File: config.mk
export PLATFORM = sky130hd
export DESIGN_NAME = exp2_poly_approx
export DESIGN_NICKNAME = d
export VERILOG_FILES = /design/src/design/e2p_pkg.sv /design/src/design/e2p_horner_stage.sv /design/src/design/exp2_poly_approx.sv
export SDC_FILE = /design/constraint.sdc
export NUM_CORES = 2
export LEC_CHECK = 0
export ABC_AREA = 1
export BUFFER_PORTS_ARGS = -buffer_cell sky130_fd_sc_hd__buf_2
export CORE_AREA = 2 2 345 347
export DETAILED_ROUTE_END_ITERATION = 10
export DIE_AREA = 0 0 347 349
export MAX_ROUTING_LAYER = met4
export PLACE_DENSITY = 0.69
export SYNTH_ARGS = -nofsm -noshare
export SYNTH_HDL_FRONTEND = slang
export SYNTH_SLANG_ARGS = --single-unit
export TNS_END_PERCENT = 10
File: constraint.sdc
create_clock -name clk -period 7.15 [get_ports clk]
set_clock_uncertainty 0.15 [all_clocks]
set_input_delay 0.3575 -clock clk [delete_from_list [all_inputs] [get_ports clk]]
set_output_delay 0.3575 -clock clk [all_outputs]
set_load 0.05 [all_outputs]
File: src/design/e2p_pkg.sv
// Package for the exp2 polynomial approximation block.
// Holds the channel payload types, the side-band type of the pipeline and fixed constants.
// No dependencies.
package e2p_pkg;

    localparam int X_WIDTH   = 24;
    localparam int MANT_BITS = 23;
    localparam int EXP_BIAS  = 127;
    localparam int EXP_MIN   = -126;
    localparam int EXP_MAX   = 127;

    localparam logic [31:0] FLOAT_POS_INF = 32'h7F80_0000;

    // Polynomial coefficients scaled by 2^30.
    localparam logic [29:0] COEF4_Q30 = 30'd10327388;
    localparam logic [29:0] COEF3_Q30 = 30'd59597084;
    localparam logic [29:0] COEF2_Q30 = 30'd257941240;
    localparam logic [29:0] COEF1_Q30 = 30'd744261117;

    typedef struct packed {
        logic signed [X_WIDTH-1:0] x_value;
        logic                      last_item;
    } e2p_in_t;

    typedef struct packed {
        logic [31:0] result_bits;
        logic        underflow;
        logic        last_out;
    } e2p_out_t;

    // Exponent handling is settled on entry; this travels beside the polynomial.
    typedef struct packed {
        logic       uflow;
        logic       oflow;
        logic [7:0] exp_field;
        logic       last;
    } e2p_side_t;

    // Brings a 2^30-scaled coefficient to p fraction bits, rounding half up.
    function automatic logic [30:0] coef_scale(input logic [29:0] c30, input int unsigned p);
        logic [31:0] sum;
        int unsigned sh;
        sh = 30 - p;
        if (sh == 0) begin
            return 31'(c30);
        end
        sum = {2'b00, c30} + (32'd1 << (sh - 1));
        return 31'(sum >> sh);
    endfunction

endpackage

File: src/design/e2p_horner_stage.sv
// One registered Horner step: acc_out = round(acc_in * fp_in) + COEF.
// Depends on e2p_pkg for the side-band type.
module e2p_horner_stage #(
    parameter int POLY_FRAC_BITS = 24,
    parameter logic [POLY_FRAC_BITS+1:0] COEF = '0
) (
    input  logic                        clk,
    input  logic                        rst_n,
    input  logic                        en,
    input  logic                        valid_in,
    input  logic [POLY_FRAC_BITS+1:0]   acc_in,
    input  logic [POLY_FRAC_BITS-1:0]   fp_in,
    input  e2p_pkg::e2p_side_t          side_in,
    output logic                        valid_out,
    output logic [POLY_FRAC_BITS+1:0]   acc_out,
    output e2p_pkg::e2p_side_t          side_out
);

    localparam int ACC_W  = POLY_FRAC_BITS + 2;
    localparam int PROD_W = ACC_W + POLY_FRAC_BITS;
    localparam logic [PROD_W-1:0] HALF = PROD_W'(1) << (POLY_FRAC_BITS - 1);

    logic [PROD_W-1:0] prod;
    logic [PROD_W-1:0] prod_rnd;
    logic [ACC_W-1:0]  acc_next;
    logic              valid_reg;
    logic [ACC_W-1:0]  acc_reg;
    e2p_pkg::e2p_side_t side_reg;

    always_comb
    begin
        prod     = PROD_W'(acc_in) * PROD_W'(fp_in);
        prod_rnd = prod + HALF;
        acc_next = ACC_W'(prod_rnd >> POLY_FRAC_BITS) + COEF;
    end

    always_ff @(posedge clk or negedge rst_n)
    begin
        if (!rst_n) begin
            valid_reg <= 1'b0;
        end else if (en) begin
            valid_reg <= valid_in;
        end
    end

    always_ff @(posedge clk)
    begin
        if (en) begin
            acc_reg  <= acc_next;
            side_reg <= side_in;
        end
    end

    assign valid_out = valid_reg;
    assign acc_out   = acc_reg;
    assign side_out  = side_reg;

endmodule

File: src/design/exp2_poly_approx.sv
// Top level of the exp2 polynomial approximation block.
// Depends on e2p_pkg and e2p_horner_stage.
//
// Computes an IEEE-754 single approximation of 2^x for a signed fixed-point x, one item
// per clock cycle sustained while the output is not stalled. The pipeline has six
// register stages: argument split and exponent checks, four Horner steps with one
// multiplier each, and float packing into the output register. The whole pipeline
// advances whenever the output register is empty or being taken, so in_ready follows
// out_ready and a stall holds every stage in place. Arguments whose integer part is
// below -126 give zero with underflow set; an integer part above 127 (only reachable
// with few fraction bits) gives positive infinity.
module exp2_poly_approx #(
    parameter int FRAC_BITS      = 16,
    parameter int POLY_FRAC_BITS = 24
) (
    input  logic               clk,
    input  logic               rst_n,
    input  logic               in_valid,
    output logic               in_ready,
    input  e2p_pkg::e2p_in_t   in_data,
    output logic               out_valid,
    input  logic               out_ready,
    output e2p_pkg::e2p_out_t  out_data
);

    localparam int P      = POLY_FRAC_BITS;
    localparam int ACC_W  = P + 2;
    localparam int IW     = e2p_pkg::X_WIDTH - FRAC_BITS;
    localparam int IX_W   = (IW > 8) ? IW + 1 : 10;
    localparam int MB     = e2p_pkg::MANT_BITS;

    localparam logic signed [IX_W-1:0] I_MIN = IX_W'(e2p_pkg::EXP_MIN);
    localparam logic signed [IX_W-1:0] I_MAX = IX_W'(e2p_pkg::EXP_MAX);
    localparam logic signed [IX_W-1:0] BIAS  = IX_W'(e2p_pkg::EXP_BIAS);

    localparam logic [ACC_W-1:0] C4  = ACC_W'(e2p_pkg::coef_scale(e2p_pkg::COEF4_Q30, P));
    localparam logic [ACC_W-1:0] C3  = ACC_W'(e2p_pkg::coef_scale(e2p_pkg::COEF3_Q30, P));
    localparam logic [ACC_W-1:0] C2  = ACC_W'(e2p_pkg::coef_scale(e2p_pkg::COEF2_Q30, P));
    localparam logic [ACC_W-1:0] C1  = ACC_W'(e2p_pkg::coef_scale(e2p_pkg::COEF1_Q30, P));
    localparam logic [ACC_W-1:0] ONE = ACC_W'(1) << P;
    localparam logic [ACC_W-1:0] COEF_TAB [0:3] = '{C3, C2, C1, ONE};

    logic adv;

    // Entry stage signals.
    logic [FRAC_BITS-1:0]     f_in;
    logic [P-1:0]             fp_next;
    logic signed [IX_W-1:0]   ipart_ext;
    logic signed [IX_W-1:0]   exp_sum;
    e2p_pkg::e2p_side_t       side_next;

    logic                     valid_s [0:4];
    e2p_pkg::e2p_side_t       side_s  [0:4];
    logic [ACC_W-1:0]         acc_s   [1:4];
    logic [P-1:0]             fp_s    [0:3];

    logic                     valid0_reg;
    e2p_pkg::e2p_side_t       side0_reg;
    logic [P-1:0]             fp_reg  [0:3];

    // Packing stage signals.
    logic [ACC_W-1:0]         frac_full;
    logic [P-1:0]             frac_sat;
    logic [MB-1:0]            mant;
    e2p_pkg::e2p_out_t        out_next;
    logic                     out_valid_reg;
    e2p_pkg::e2p_out_t        out_data_reg;

    assign adv      = !out_valid_reg || out_ready;
    assign in_ready = adv;

    // Floor of x is the arithmetic shift; the fraction is the low bits.
    assign f_in = in_data.x_value[FRAC_BITS-1:0];

    always_comb
    begin
        ipart_ext = {{(IX_W - IW){in_data.x_value[e2p_pkg::X_WIDTH-1]}},
                     in_data.x_value[e2p_pkg::X_WIDTH-1:FRAC_BITS]};
        exp_sum   = ipart_ext + BIAS;
        side_next.uflow     = (ipart_ext < I_MIN);
        side_next.oflow     = (ipart_ext > I_MAX);
        side_next.exp_field = exp_sum[7:0];
        side_next.last      = in_data.last_item;
    end

    generate
        if (P >= FRAC_BITS) begin : g_fp_widen
            assign fp_next = P'(f_in) << (P - FRAC_BITS);
        end else begin : g_fp_narrow
            assign fp_next = f_in[FRAC_BITS-1:FRAC_BITS-P];
        end
    endgenerate

    always_ff @(posedge clk or negedge rst_n)
    begin
        if (!rst_n) begin
            valid0_reg <= 1'b0;
        end else if (adv) begin
            valid0_reg <= in_valid;
        end
    end

    always_ff @(posedge clk)
    begin
        if (adv) begin
            side0_reg <= side_next;
            fp_reg[0] <= fp_next;
            for (int k = 1; k < 4; k++) begin
                fp_reg[k] <= fp_reg[k-1];
            end
        end
    end

    assign valid_s[0] = valid0_reg;
    assign side_s[0]  = side0_reg;

    generate
        for (genvar k = 0; k < 4; k++) begin : g_fp_tap
            assign fp_s[k] = fp_reg[k];
        end
    endgenerate

    generate
        for (genvar k = 0; k < 4; k++) begin : g_horner
            logic [ACC_W-1:0] acc_in;
            if (k == 0) begin : g_first
                assign acc_in = C4;
            end else begin : g_rest
                assign acc_in = acc_s[k];
            end
            e2p_horner_stage #(
                .POLY_FRAC_BITS (P),
                .COEF           (COEF_TAB[k])
            ) u_stage (
                .clk       (clk),
                .rst_n     (rst_n),
                .en        (adv),
                .valid_in  (valid_s[k]),
                .acc_in    (acc_in),
                .fp_in     (fp_s[k]),
                .side_in   (side_s[k]),
                .valid_out (valid_s[k+1]),
                .acc_out   (acc_s[k+1]),
                .side_out  (side_s[k+1])
            );
        end
    endgenerate

    // The polynomial is never below one, so the subtraction cannot wrap.
    always_comb
    begin
        frac_full = acc_s[4] - ONE;
        if (frac_full[ACC_W-1:P] != '0) begin
            frac_sat = '1;
        end else begin
            frac_sat = frac_full[P-1:0];
        end
    end

    generate
        if (P > MB) begin : g_mant_round
            localparam int SH = P - MB;
            logic [P:0] mant_rnd;
            logic [P:0] mant_shift;
            always_comb
            begin
                mant_rnd   = {1'b0, frac_sat} + ((P + 1)'(1) << (SH - 1));
                mant_shift = mant_rnd >> SH;
                // A rounding carry into the hidden bit saturates the mantissa.
                if (mant_shift[MB]) begin
                    mant = '1;
                end else begin
                    mant = mant_shift[MB-1:0];
                end
            end
        end else if (P == MB) begin : g_mant_exact
            assign mant = MB'(frac_sat);
        end else begin : g_mant_widen
            assign mant = MB'(frac_sat) << (MB - P);
        end
    endgenerate

    always_comb
    begin
        out_next.last_out  = side_s[4].last;
        out_next.underflow = side_s[4].uflow;
        if (side_s[4].uflow) begin
            out_next.result_bits = '0;
        end else if (side_s[4].oflow) begin
            out_next.result_bits = e2p_pkg::FLOAT_POS_INF;
        end else begin
            out_next.result_bits = {1'b0, side_s[4].exp_field, mant};
        end
    end

    always_ff @(posedge clk or negedge rst_n)
    begin
        if (!rst_n) begin
            out_valid_reg <= 1'b0;
        end else if (adv) begin
            out_valid_reg <= valid_s[4];
        end
    end

    always_ff @(posedge clk)
    begin
        if (adv) begin
            out_data_reg <= out_next;
        end
    end

    assign out_valid = out_valid_reg;
    assign out_data  = out_data_reg;

endmodule

==> results.json <==
{
  "path_max_fanout": 5,
  "cts-root-buf": "clkbuf_16",
  "chipWidth_um": 347,
  "ys_ff_latch": 256,
  "place_hpwl_mm": 123,
  "grt_pass1_vias": 47400,
  "rows": 126,
  "startpoint_type": "flop",
  "cp_common_cell": "fa_1",
  "grt_pass1_wl_mm": 242,
  "max_slew.worst_pin.slew_ns": 1.07,
  "num_vias": 45000,
  "die_area_mm2": 0.121,
  "hold_viol": 0,
  "avgSynthCellArea_um2": 8.21,
  "period_share": 0.967,
  "cp.required_ns": 7.33,
  "clock_path_buffers": 3,
  "relSlewSlack": 0.286,
  "final.min_clock_period_ns": 6.92,
  "fin_nets": 9093,
  "synth.top_cell.area_share": 0.349,
  "largest_register_ffs": 98,
  "wirelength_mm": 147,
  "tritoncts": "yes",
  "cts_buffers": 34,
  "drive_above_1_share": 0.113,
  "synthTopCellsByArea": "fa_1 35%, ha_1 15%, edfxtp_1 13%",
  "syn_to_final_growth_pct": 11.9,
  "post_synth_inst_count": 7098,
  "critical_path_buf_inv_count": 5,
  "yosysTopAreaCell": "fa_1",
  "first_pass_iters": 8,
  "path_class": "flop to flop",
  "hp-class": "primary input to flop",
  "h-tree-depth": 2,
  "viasPerCell": 5.06,
  "setup_violations": 0,
  "coreArea_mm2": 0.117,
  "worstSetupEndpointType": "flop",
  "yosysSeqAreaShare": 0.131,
  "maxCapViolations": 0,
  "antenna_found_initial": 1,
  "path_delay_family": "adder cells",
  "die_h_um": 349,
  "start_util": 0.496,
  "drc": 0,
  "synth_edf_count": 250,
  "crit_arrival_ns": 7.09,
  "maxClockFrequency_mhz": 145,
  "clkSinkCount": 256,
  "async_flop_share": 0.0234,
  "rsz0062_at_grt": "true",
  "grt_max_degree": 82,
  "port-buffer-count": 63,
  "dp.cells": 8730,
  "outcome": "finished clean",
  "cp_slowest_cell": "fa_1",
  "place_congestion": 0.938,
  "yosysWarnings": 0,
  "globalRouteOverflowTotal": 0,
  "clkTransAtPathRegs_ns": 0.06,
  "clkLatencyLatePin_ns": 0.61,
  "post_drt_wl_per_cell_um": 16.5,
  "antenna_left": 0,
  "io_pins": 65,
  "track_usage": 0.257,
  "initialDrtViolationCount": 3180,
  "synth_cell_types": 65,
  "syn_area_mm2": 0.0583,
  "slew_viol_final": 0,
  "final_cells": 8901,
  "max_stage_delay_ns": 0.55,
  "synth_top_flop_cell": "edfxtp_1"
}
-- Yosys cell counts, types with 6 or more instances --
library cell	number
o21bai_1	10
nand4_1	30
or2_2	15
nor4_1	9
o211ai_1	6
nand3_2	11
edfxtp_1	250
clkbuf_1	269
and2_1	6
o21a_1	9
a21o_1	19
nor3_1	29
nor2_1	251
a21oi_1	186
nand3b_1	8
a31oi_1	16
inv_2	11
nand2_1	1752
nand2_4	10
o21ai_0	90
o21ai_1	11
nor2_2	17
ha_1	708
xnor2_1	36
nand3_1	160
dfrtp_1	6
xor2_1	73
fa_1	1016
nand2_2	45
inv_1	1972
-- worst register-to-register path, cell delays in order, from the launching register on --
cell and delay (ns):
edfxtp_1 0.50, buf_4 0.21, nand2_1 0.07, inv_1 0.06, fa_1 0.55, inv_1 0.05
fa_1 0.48, fa_1 0.55, inv_1 0.06, fa_1 0.55, fa_1 0.42, fa_1 0.44
ha_1 0.28, ha_2 0.39, nand2_1 0.12, nor2_1 0.23, nor2_4 0.06, o21ai_1 0.19
a21oi_1 0.10, nand2_1 0.11, or2_2 0.11, and2_0 0.24, nand2_1 0.15, o21ai_1 0.24
a21oi_4 0.08, buf_4 0.14, nand4_1 0.06, nand2_1 0.06
-- layout by cell type, fill, tap and decap left out, drive strengths merged, types with 38 or more instances in the layout --
| cell | Yosys | layout |
|---|---|---|
| a21oi | 189 | 189 |
| buf | 3 | 448 |
| clkbuf | 269 | 38 |
| edfxtp | 250 | 250 |
| fa | 1016 | 1016 |
| ha | 708 | 708 |
| inv | 1983 | 1989 |
| nand2 | 1807 | 1807 |
| nand3 | 173 | 173 |
| nor2 | 275 | 275 |
| o21ai | 102 | 102 |
| xor2 | 76 | 76 |
-- per-stage QoR --
step	area (um2)	setup WS [ns]	utilization	TNS (ns)	hold WS, ns
after global routing	65300	-0.0896	0.556	-0.630	0.0812
after CTS	63600	-0.0642	0.542	-0.0752	0.0593
after floorplan	58300	0.409	-	0	-0.0881
final	65300	0.234	0.556	0	0.0858
after detailed placement	62100	-0.213	0.529	-0.421	0.0375
after global placement	62100	-0.210	0.529	-0.409	0.0322
-- layout make-up --
class / count / area, um2
Sequential cell: 256 / 7660
Fill cell: 10500 / 52200
Clock buffer: 37 / 883
Clock inverter: 23 / 298
Tap cell: 1536 / 1920
Timing Repair Buffer: 477 / 3980
Multi-Input combinational cell: 4584 / 43100
Antenna cell: 1 / 2.50
Inverter: 1987 / 7460
-- final timing paths --
check	start	to	slack, ns	cells past startpoint
worst max register to register	g_horner[0].u_stage.acc_out[15]$_DFFE_PP_	g_horner[1].u_stage.acc_out[22]$_DFFE_PP_	0.23	27
worst min register to register	g_horner[2].u_stage.side_out[5]$_DFFE_PP_	g_horner[3].u_stage.side_out[5]$_DFFE_PP_	0.25	0
worst max-delay path	g_horner[0].u_stage.acc_out[15]$_DFFE_PP_	g_horner[1].u_stage.acc_out[22]$_DFFE_PP_	0.23	27
max in group asynchronous	rst_n	g_horner[3].u_stage.valid_out$_DFFE_PN0P_	6.12	3
min in group asynchronous	rst_n	g_horner[2].u_stage.valid_out$_DFFE_PN0P_	0.52	3
worst min-delay path	in_data[18]	side0_reg[4]$_DFFE_PP_	0.09	5
-- kinds of logic (layout without fill, tap and decap cells) --
kind of cell / Yosys count / in the layout / synth area share
simple gates: 2367 / 2367 / 0.168
xor+xnor: 113 / 113 / 0.0175
flops: 256 / 256 / 0.131
other cells: 1 / 3 / 0.0000643
compound gates: 374 / 374 / 0.0360
buf+inv: 2259 / 2524 / 0.146
fa+ha+maj: 1724 / 1724 / 0.501
mux: 4 / 4 / 0.000773
-- what timing repair did --
action / in CTS / in global routing
endpoints found under the hold margin: 32 / 0
cloned: 0 / 1
resized for setup: 2 / 242
setup endpoints to repair: 3 / 49
pin swaps: 0 / 35
setup buffers: 0 / 81
hold buffers: 28 / 0
-- layer usage --
layer,track usage,share of wire,up-vias
li1,-,-,21300
met1,0.343,0.44,22100
met2,0.418,0.47,1355
met3,0.0268,0.060,244
met4,0.0734,0.027,0
met5,-,0,-
Power is left out: the tool's default activity adds up to more than one toggle a clock period on the data nets, which glitch-free logic cannot reach.
